==> src/rtl/stable_index_sort_core_macros.svh <==
// Assertion macros for the stable index sort core.
`ifndef STABLE_INDEX_SORT_CORE_MACROS_SVH
`define STABLE_INDEX_SORT_CORE_MACROS_SVH

// Condition holds at every clock edge outside reset.
`define SIS_ASSERT_ALWAYS(lbl, cond, msg) \
    lbl: assert property (@(posedge i_clk) disable iff (!i_rst_n) (cond)) else $error(msg);

// Antecedent implies consequent in the same cycle.
`define SIS_ASSERT_SAME(lbl, ante, cons, msg) \
    lbl: assert property (@(posedge i_clk) disable iff (!i_rst_n) (ante) |-> (cons)) \
        else $error(msg);

// Antecedent implies consequent in the next cycle.
`define SIS_ASSERT_NEXT(lbl, ante, cons, msg) \
    lbl: assert property (@(posedge i_clk) disable iff (!i_rst_n) (ante) |=> (cons)) \
        else $error(msg);

`endif

==> src/rtl/sis_pkg.sv <==
// Shared types and constants for the stable index sort core.
`timescale 1ns / 1ps
`default_nettype none
package sis_pkg;
    localparam int KEY_IN_W      = 32;
    localparam int POS_W         = 6;
    localparam int MAX_KEYS_DEF  = 64;
    localparam int KEY_WIDTH_DEF = 32;

    typedef struct packed {
        logic signed [KEY_IN_W-1:0] key_value;
        logic                       set_end;
    } t_in_item;

    typedef struct packed {
        logic [POS_W-1:0] sorted_position;
        logic             run_end;
        logic             overflow_flag;
    } t_out_item;
endpackage
`default_nettype wire

==> src/rtl/sis_ram.sv <==
// Simple dual-port synchronous RAM, one write and one registered read port.
`timescale 1ns / 1ps
`default_nettype none
module sis_ram #(
    parameter int WIDTH = 32,
    parameter int DEPTH = 64
) (
    input  wire logic                     i_clk,
    input  wire logic                     i_we,
    input  wire logic [$clog2(DEPTH)-1:0] i_waddr,
    input  wire logic [WIDTH-1:0]         i_wdata,
    input  wire logic [$clog2(DEPTH)-1:0] i_raddr,
    output logic      [WIDTH-1:0]         o_rdata
);
    logic [WIDTH-1:0] r_mem [DEPTH];

    always_ff @(posedge i_clk) begin
        if (i_we) begin
            r_mem[i_waddr] <= i_wdata;
        end
    end

    always_ff @(posedge i_clk) begin
        o_rdata <= r_mem[i_raddr];
    end
endmodule
`default_nettype wire

==> src/rtl/stable_index_sort_core.sv <==
// Stable argsort core: loads keys, bubble-sorts their positions, emits the order.
//
// Usage: drive an item on i_item and raise start; it is taken at an edge where
// busy is low. Each item stores one signed key; the item with set_end closes the
// set. Keys beyond MAX_KEYS are dropped and flag overflow on every result.
// Load items are taken one per cycle while busy is low and give no result.
// After the closing item busy rises. The sort streams bubble passes through the
// order memory, one compare per cycle, each pass one entry shorter than the last.
// Results then leave one per cycle on o_result, marked by o_res_strobe; the last
// carries run_end. busy falls as the last result is shown, and the next set may
// load at once. The receiver cannot stall; every strobe is a taken result.
// Reset (synchronous, active low) empties the store and returns to loading.
`timescale 1ns / 1ps
`default_nettype none
`include "stable_index_sort_core_macros.svh"
module stable_index_sort_core #(
    parameter int MAX_KEYS  = sis_pkg::MAX_KEYS_DEF,
    parameter int KEY_WIDTH = sis_pkg::KEY_WIDTH_DEF
) (
    input  wire logic              i_clk,
    input  wire logic              i_rst_n,
    input  wire logic              start,
    output logic                   busy,
    input  wire sis_pkg::t_in_item i_item,
    output logic                   o_res_strobe,
    output sis_pkg::t_out_item     o_result
);
    import sis_pkg::*;

    localparam int IDX_W = $clog2(MAX_KEYS);
    localparam int CNT_W = $clog2(MAX_KEYS + 1);
    localparam int KEY_W = (KEY_WIDTH < KEY_IN_W) ? KEY_WIDTH : KEY_IN_W;

    localparam logic [1:0] ST_LOAD = 2'd0;
    localparam logic [1:0] ST_PASS = 2'd1;
    localparam logic [1:0] ST_TAIL = 2'd2;
    localparam logic [1:0] ST_OUT  = 2'd3;

    logic [1:0]       r_state, n_state;
    logic [CNT_W-1:0] r_count, n_count;
    logic             r_ovf, n_ovf;
    logic [CNT_W-1:0] r_len, n_len;
    logic [CNT_W-1:0] r_rd_idx, n_rd_idx;
    logic             r_s1_v, r_s2_v, r_o_v;
    logic [IDX_W-1:0] r_s1_idx, r_s2_idx, r_s2_pos;
    logic [IDX_W-1:0] r_c_pos;
    logic [KEY_W-1:0] r_c_key;
    logic             r_o_last, r_o_ovf;

    logic             w_acc, w_store, w_issue, w_cmp, w_gt, w_pass_end;
    logic [CNT_W-1:0] w_limit;
    logic             w_ord_we;
    logic [IDX_W-1:0] w_ord_waddr, w_ord_wdata, w_ord_rdata;
    logic [KEY_W-1:0] w_key_rdata;

    assign busy       = (r_state != ST_LOAD);
    assign w_acc      = start && !busy;
    assign w_store    = w_acc && (r_count != CNT_W'(MAX_KEYS));
    assign w_limit    = (r_state == ST_PASS) ? r_len : r_count;
    assign w_issue    = ((r_state == ST_PASS) || (r_state == ST_OUT)) && (r_rd_idx != w_limit);
    assign w_cmp      = r_s2_v && (r_s2_idx != '0);
    assign w_gt       = $signed(r_c_key) > $signed(w_key_rdata);
    assign w_pass_end = r_s2_v && (r_s2_idx == IDX_W'(r_len - 1'b1));

    sis_ram #(.WIDTH(KEY_W), .DEPTH(MAX_KEYS)) u_key_mem (
        .i_clk   (i_clk),
        .i_we    (w_store),
        .i_waddr (r_count[IDX_W-1:0]),
        .i_wdata (i_item.key_value[KEY_W-1:0]),
        .i_raddr (w_ord_rdata),
        .o_rdata (w_key_rdata)
    );

    sis_ram #(.WIDTH(IDX_W), .DEPTH(MAX_KEYS)) u_ord_mem (
        .i_clk   (i_clk),
        .i_we    (w_ord_we),
        .i_waddr (w_ord_waddr),
        .i_wdata (w_ord_wdata),
        .i_raddr (r_rd_idx[IDX_W-1:0]),
        .o_rdata (w_ord_rdata)
    );

    // order memory write: identity on load, bubble writes in pass, carry at pass tail
    always_comb begin
        w_ord_we    = 1'b0;
        w_ord_waddr = r_count[IDX_W-1:0];
        w_ord_wdata = r_count[IDX_W-1:0];
        case (r_state)
            ST_LOAD: begin
                w_ord_we = w_store;
            end
            ST_PASS: begin
                w_ord_we    = w_cmp;
                w_ord_waddr = r_s2_idx - 1'b1;
                w_ord_wdata = w_gt ? r_s2_pos : r_c_pos;
            end
            ST_TAIL: begin
                w_ord_we    = 1'b1;
                w_ord_waddr = IDX_W'(r_len - 1'b1);
                w_ord_wdata = r_c_pos;
            end
            default: begin
                w_ord_we = 1'b0;
            end
        endcase
    end

    always_comb begin
        n_state  = r_state;
        n_count  = r_count;
        n_ovf    = r_ovf;
        n_len    = r_len;
        n_rd_idx = r_rd_idx;
        if (w_issue) begin
            n_rd_idx = r_rd_idx + 1'b1;
        end
        case (r_state)
            ST_LOAD: begin
                if (w_acc) begin
                    if (w_store) begin
                        n_count = r_count + 1'b1;
                    end else begin
                        n_ovf = 1'b1;
                    end
                    if (i_item.set_end) begin
                        n_len    = n_count;
                        n_rd_idx = '0;
                        n_state  = (n_count > CNT_W'(1)) ? ST_PASS : ST_OUT;
                    end
                end
            end
            ST_PASS: begin
                if (w_pass_end) begin
                    n_state = ST_TAIL;
                end
            end
            ST_TAIL: begin
                n_len    = r_len - 1'b1;
                n_rd_idx = '0;
                n_state  = (n_len > CNT_W'(1)) ? ST_PASS : ST_OUT;
            end
            ST_OUT: begin
                if (w_issue && (r_rd_idx == r_count - 1'b1)) begin
                    n_state = ST_LOAD;
                    n_count = '0;
                    n_ovf   = 1'b0;
                end
            end
            default: begin
                n_state = ST_LOAD;
            end
        endcase
    end

    always_ff @(posedge i_clk) begin
        if (!i_rst_n) begin
            r_state  <= ST_LOAD;
            r_count  <= '0;
            r_ovf    <= 1'b0;
            r_len    <= '0;
            r_rd_idx <= '0;
            r_s1_v   <= 1'b0;
            r_s2_v   <= 1'b0;
            r_o_v    <= 1'b0;
        end else begin
            r_state  <= n_state;
            r_count  <= n_count;
            r_ovf    <= n_ovf;
            r_len    <= n_len;
            r_rd_idx <= n_rd_idx;
            r_s1_v   <= w_issue && (r_state == ST_PASS);
            r_s2_v   <= r_s1_v;
            r_o_v    <= w_issue && (r_state == ST_OUT);
        end
    end

    // carry holds the larger key bubbling up through the pass
    always_ff @(posedge i_clk) begin
        r_s1_idx <= r_rd_idx[IDX_W-1:0];
        r_s2_idx <= r_s1_idx;
        r_s2_pos <= w_ord_rdata;
        r_o_last <= (r_rd_idx == r_count - 1'b1);
        r_o_ovf  <= r_ovf;
        if (r_s2_v && ((r_s2_idx == '0) || !w_gt)) begin
            r_c_pos <= r_s2_pos;
            r_c_key <= w_key_rdata;
        end
    end

    assign o_res_strobe             = r_o_v;
    assign o_result.sorted_position = POS_W'(w_ord_rdata);
    assign o_result.run_end         = r_o_last;
    assign o_result.overflow_flag   = r_o_ovf;

    `SIS_ASSERT_ALWAYS(a_count_range, r_count <= CNT_W'(MAX_KEYS), "key count above store depth")
    `SIS_ASSERT_SAME(a_s2_in_pass, r_s2_v, r_state == ST_PASS, "compare stage active outside a pass")
    `SIS_ASSERT_NEXT(a_close_busy, start && !busy && i_item.set_end, busy, "closing item did not start sort")
    `SIS_ASSERT_NEXT(a_run_end_gap, o_res_strobe && o_result.run_end, !o_res_strobe, "result after run end")
endmodule
`default_nettype wire
==> config.mk <==
export PLATFORM = sky130hd
export DESIGN_NAME = stable_index_sort_core
export DESIGN_NICKNAME = d
export VERILOG_FILES = /design/src/rtl/sis_pkg.sv /design/src/rtl/sis_ram.sv /design/src/rtl/stable_index_sort_core.sv
export VERILOG_INCLUDE_DIRS = /design/src /design/src/rtl
export SDC_FILE = /design/constraint.sdc
export NUM_CORES = 2
export LEC_CHECK = 0
export BUFFER_PORTS_ARGS = -buffer_cell sky130_fd_sc_hd__buf_2
export CORE_MARGIN = 1
export CORE_UTILIZATION = 25
export CTS_CLUSTER_SIZE = 10
export DETAILED_ROUTE_END_ITERATION = 16
export RECOVER_POWER = 100
export SKIP_LAST_GASP = 1
export SLEW_MARGIN = 0
export SYNTH_ARGS = -nofsm -noshare
export SYNTH_HDL_FRONTEND = slang
export SYNTH_HIERARCHICAL = 1
export SYNTH_SLANG_ARGS = --single-unit
==> constraint.sdc <==
create_clock -name i_clk -period 7 [get_ports i_clk]
set_input_delay 0.35 -clock i_clk [delete_from_list [all_inputs] [get_ports i_clk]]
set_output_delay 0.35 -clock i_clk [all_outputs]
set_load 0.1 [all_outputs]
## Yosys cells after proc, flatten, opt, wreduce, memory -nomap -nowiden

Memory sizes are Yosys's and may differ from the RTL's. A register that Yosys moved wholly into a read port is not among the register bits.
Cells that the tools add are included.

| word-level totals | value |
|---|---|
| register bits after elaboration | 85 |
| RAM bits | 2,432 |
| bits of input ports | 36 |
| output and inout port bits | 10 |
| logic and storage cells | 93 |
| memories | 2 |

| operators by class | value |
|---|---|
| $add $sub $neg | 5 |
| magnitude comparators | 3 |
| equality and inequality tests | 12 |
| multiplexer cells | 33 |
| reductions and logical operators | 23 |

Memory list:

| memory | depth | bits a word | read ports | clocked after memory_dff | write ports | RTL line | RTL |
|---|---|---|---|---|---|---|---|
| u_key_mem.r_mem | 64 | 32 | 1 | 1 | 1 | sis_ram.sv:15 | `logic [WIDTH-1:0] r_mem [DEPTH];` |
| u_ord_mem.r_mem | 64 | 6 | 1 | 1 | 1 | sis_ram.sv:15 |  |

Operators with widths:

| kind | count |
|---|---|
| two-way mux 7 bit | 11 |
| one-hot mux 7 bit (2 select lines) | 3 |
| > comparator 32 bit | 1 |
| one-hot mux 6 bit (2 select lines) | 2 |
| adder 7 x 1 -> 7 bit, second input constant | 2 |
| > comparator 7 x 1 -> 1 bit, second input constant | 2 |
| subtractor 7 x 1 -> 7 bit, second input constant | 2 |
| two-way mux 2 bit | 6 |
| != test 2 bit, second input constant | 5 |
| logical AND 1 bit | 9 |
| one-hot mux 2 bit (4 select lines) | 1 |
| AND reduction 4 bit | 2 |
| equality test 7 bit | 1 |
| two-way mux 1 bit | 7 |
| != test 7 bit | 1 |
| != test 7 bit, second input constant | 1 |
| equality test 6 bit | 1 |
| logical NOT 6 bit | 1 |
| two-way mux 6 bit | 1 |
| AND reduction 3 bit | 2 |
| nonzero test 2 bit | 3 |
| nonzero test 6 bit | 1 |
| subtractor 6 x 1 -> 6 bit, second input constant | 1 |
| equality test 2 bit, second input constant | 2 |
| 6 further kinds | 8 |

## Longest topological paths before layout

| logic depth | value |
|---|---|
| word-level depth | 12 |
| depth in mapped cells | 11 |

## Hierarchy

The synthesis kept the hierarchy.

By module, submodules not included:

| module | instances | cells an instance | area an instance (um^2) | sequential area each (um^2) |
|---|---|---|---|---|
| sis_ram (u_key_mem) | 1 | 3,324 | 78,515.3 | 62,139.6 |
| sis_ram (u_ord_mem) | 1 | 720 | 15,225.9 | 11,651.2 |
| stable_index_sort_core | 1 | 504 | 4,832.1 | 2,082.0 |

## Least setup slack after synthesis

Ideal clock, no wire load.

| timing | value |
|---|---|
| kind | register -> register |
| start | reg r_c_key[19] |
| end | reg r_c_key[0] (enable) |
| library setup time | 492 ps |
| arrival | 4,784 ps |
| path slack | 1,724 ps |
| cell stages (with the launch flop) | 9 |
| path buffers | 0 |
| period minus slack after synthesis | 5,276 ps |
| path through | edfxtp_1 > ha_1 > a21oi_2 > o21ai_1 > a221o_1 > a2111o_1 > o221ai_2 > nand2_1 > a21boi_0 |

| between the ends | value |
|---|---|
| word-level cells in the longest chain between the ends | 4 |

Ends and longest elaborated chain:

| element | RTL line | RTL |
|---|---|---|
| start: declaration | stable_index_sort_core.sv:47 | `logic [KEY_W-1:0] r_c_key;` |
| start signal: assignment | stable_index_sort_core.sv:186 | `r_c_key <= w_key_rdata;` |
| > comparator 32 bit | stable_index_sort_core.sv:62 | `assign w_gt = $signed(r_c_key) > $signed(w_key_rdata);` |
| logical NOT 1 bit | stable_index_sort_core.sv:184 | `if (r_s2_v && ((r_s2_idx == '0) \|\| !w_gt)) begin` |
| logical OR 1 bit | stable_index_sort_core.sv:184 |  |
| logical AND 1 bit | stable_index_sort_core.sv:184 |  |

Every way passes these cells.
A chain may end at the register's enable or synchronous reset.

## Final worst setup path

| timing | value |
|---|---|
| start | reg r_count[1] |
| end | mem u_key_mem.r_mem[1][4] (enable) |

| between the ends | value |
|---|---|
| word-level cells in the longest chain between the ends | 4 |

Ends and longest elaborated chain:

| element | RTL line | RTL |
|---|---|---|
| start: declaration | stable_index_sort_core.sv:40 | `logic [CNT_W-1:0] r_count, n_count;` |
| start signal: assignment | stable_index_sort_core.sv:167 | `r_count <= n_count;` |
| != test 7 bit | stable_index_sort_core.sv:58 | `assign w_store = w_acc && (r_count != CNT_W'(MAX_KEYS));` |
| logical AND 1 bit | stable_index_sort_core.sv:58 |  |
| net w_store | stable_index_sort_core.sv:50 | `logic w_acc, w_store, w_issue, w_cmp, w_gt, w_pass_end;` |
| two-way mux 1 bit | sis_ram.sv:18 | `if (i_we) begin` |
| two-way mux 1 bit (not written as such) | sis_ram.sv:19 | `r_mem[i_waddr] <= i_wdata;` |
| end: declaration | sis_ram.sv:15 |  |

The timed path passes the listed nets, and every way through them passes these cells.

==> results.toml <==
[die]
start_util_pct = 25.11
dieHeight_um = 629.9
io_pins = 46
placementRows = 230
core_area_sq_mm = 0.3925
die_width_um = 629.9
die-area_sq_mm = 0.3968

[yosys]
ys.flop_type = "edfxtp_1"
netlist_top_cells_area = "edfxtp_1, mux4_2, dfxtp_1, mux2i_1, nor2_1"
ys_types = 76
synth-warning-count = 6
synth_enable_flop_cells = 2470
share_of_synthesized_area_occupied_by_flip_flops_and_latches_pct = 76.97
syn-instance-count = 4548
syn-mean-instance-area_sq_um = 21.67
post-synth-top-count-cell = "edfxtp_1"
asyncSetResetFlopFracSynth_pct = 0
yosysTopAreaCellShare_pct = 75.24
postSynthRegisterBits = 2555
netlist_top_cells_count = "edfxtp_1, mux4_2, nor2_1"
netlist.top_cell.by_area = "edfxtp_1"
synthesis.nets = 4627
synth.cell_area_sq_mm = 0.09857

[route]
number_of_vias_in_the_routed_layout = 47810
drt.antenna.violating_nets = 0
drt_via_density = 4.741
drc = 0
drt-pass1-iter-count = 6
wire_length_per_cell_um = 24.88
detailedRoute.firstIterationViolations = 5860
finalWirelength_um = 250900

[clock_tree]
clock_tree_from_tritoncts = "done"
cts.clk_slew.worst_paths_ns = 0.05
cts-root-buf = "clkbuf_16"
post_cts_resize_count = 0
cts.sink_count = 2555
cts-buffers-inserted = 300
clk_path_buf_depth = 4
number_of_h_tree_branching_levels = 5
clkLatencyLatePin_ns = 0.86

[worst_setup_path]
worstSetupPathType = "reg -> reg"
worst_path_largest_cell_delay_ns = 2.00
crit_path_end_kind = "flop"
slowest_stage = "clkbuf_1"
timing.critical_path.mode_cell = "clkbuf_1"
startpoint_type = "flop"
path_cells = "inv_1, ha_1, a41oi_1, clkbuf_1, nand3_1, clkbuf_1, nor2_4, clkbuf_1"
path_max_fanout = 32
cp_data_required_time_ns = 7.40
worst_ep_arrival_time_ns = 5.81

[cells_and_area]
ff_latch_area_sq_mm = 0.07588
multiInputGateArea_sq_mm = 0.02165
flow.area_growth_from_synthesis_pct = 15.22
postLayoutCoreUtil_pct = 28.93
ratio_of_cells_with_drive_above_1_in_the_final_layout_pct = 23.51
final.fill_count = 38110
layout.nets = 4856

[grt]
globalRoute.totalOverflow = 0
antenna_found_initial = 18
grt_start_max_net_pins = 114
first_global_vias = 47890
grtUsageTotal_pct = 12.27
first_pass_grt_wire_length_um = 357300

[hold_path]
type_of_the_most_critical_hold_path = "in -> reg"

[sta]
setup_skew_ns = 0.08149
timing.final.hold_violations = 0
timing.fmax_mhz = 184.5
setup_viol = 0
totalNegativeSetupSlack_ns = 0
tightestPinTransition_ns = 4.149
slew_headroom_pct = -176.6
maxSlewViolCount = 3987
finalCriticalPeriod_ns = 5.419
final_clock_period_utilization_by_the_worst_path_pct = 77.41
rsz0062_at_grt = "no"

[outcome]
outcome = "finished with violations"
failed_checks = "capacitance limit, slew limit"

[power]
ir_drop_uv = 374.6
p_leak_nw = 34.22
power_w = 0.04410
powerDensity_mw_per_mm2 = 388.3

[run]
max_cap_violations = 89

[placed_design]
place_hpwl_um = 142300
portBuffers = 45
finalWeightedCongestion = 0.8335
final cells by class:
class / count / share of cell area, %
flip-flops and latches: 2555 / 66.81
multi-input cells: 1701 / 19.06
clock buffers: 363 / 7.014
well taps: 5220 / 5.751
repair buffers: 174 / 0.9474
clock inverters: 20 / 0.2479
inverters: 45 / 0.1487
diodes: 7 / 0.01542
routing by layer:
layer / global-route usage [%] / vias to the layer above / part of all wire, %
met2: 19.27 / 2190 / 46
met4: 3.605 / 4 / 3.0
met3: 2.166 / 381 / 8.5
met5: 0 / - / 0.011
met1: 17.34 / 25780 / 42
li1: - / 19450 / -
worst max-delay path, delay by kind of cell (launching register included):
kind                     cells  cell delay (ns)
flip-flops                   1             0.71
buffers and inverters        4             3.37
adder cells (fa/ha/maj)      1             0.26
AND/OR/NAND/NOR              2             0.42
AO/OA/AOI/OAI                1             0.20
metrics by stage:
stage	setup WS, ns	hold WS [ns]	std cells	instance area [sq um]
detailed placement	2.659	0.3121	9693	105800
global placement	2.749	0.3117	9693	105800
finish	1.581	0.09591	10090	113600
CTS	2.681	0.04499	10080	114000
global route	1.266	0.1492	10080	113600
floorplan	1.724	0.3096	4548	98570
cells by family (layout without fill, tap and decap cells):
group	count (synthesis)	after routing	share of synthesized area [%]
AO/OA/AOI/OAI	358	358	2.464
XOR/XNOR	42	42	0.3884
adder cells (fa/ha/maj)	43	43	0.5458
buffers and inverters	292	602	1.443
flip-flops	2555	2555	76.97
multiplexers	759	759	15.83
other	0	7	0
AND/OR/NAND/NOR	499	499	2.361
what timing repair did:
item	CTS	global route
hold buffers	2	0
endpoints found under the hold margin	34	0
setup buffers	0	0
endpoints found under the setup margin	0	0
sequential cells by signal, indices dropped and copies added (netlist names), 2 cells and up:
signal,flops
u_key_mem/o_rdata,32
r_len,7
r_s2_pos,6
r_rd_idx,7
r_s2_idx,6
r_count,7
u_ord_mem/r_mem,384
u_key_mem/r_mem,2048
r_c_key,32
r_s1_idx,6
u_ord_mem/o_rdata,6
r_c_pos,6
r_state,2
cell usage in the layout, fill, tap and decap left out, types with 17 or more instances in the layout:
cell	count
o221ai_1	37
nor2_2	20
dfxtp_1	82
clkbuf_1	130
xnor2_1	21
nor2_1	181
buf_2	26
xor2_1	20
mux4_2	631
nand2_1	76
nor2b_1	31
edfxtp_1	2470
a21oi_1	89
a22oi_1	17
ha_1	43
nand2b_1	19
nand3_1	30
o21ai_0	20
inv_1	45
buf_4	51
nor3_1	23
clkbuf_16	310
mux2i_1	113
o22ai_1	99
nor2_4	36
path summary, 6_finish.rpt:
| kind | from | to | slack (ns) | cells past startpoint |
|---|---|---|---|---|
| setup / recovery | r_count[1] | u_key_mem/r_mem[1][4] | 1.58 | 8 |
| hold / removal | start | r_state[1] | 0.1 | 6 |
| setup reg to reg | r_count[1] | u_key_mem/r_mem[1][4] | 1.58 | 8 |
| hold reg to reg | r_s1_idx[4] | r_s2_idx[4] | 0.32 | 0 |
power by group:
group	leakage, nW	internal [W]	switching [W]
Combinational	7.22	0.00463	0.00761
Sequential	23.0	0.0178	0.000325
Clock	4.02	0.00803	0.00567
Power figures use the tool's default switching activity.
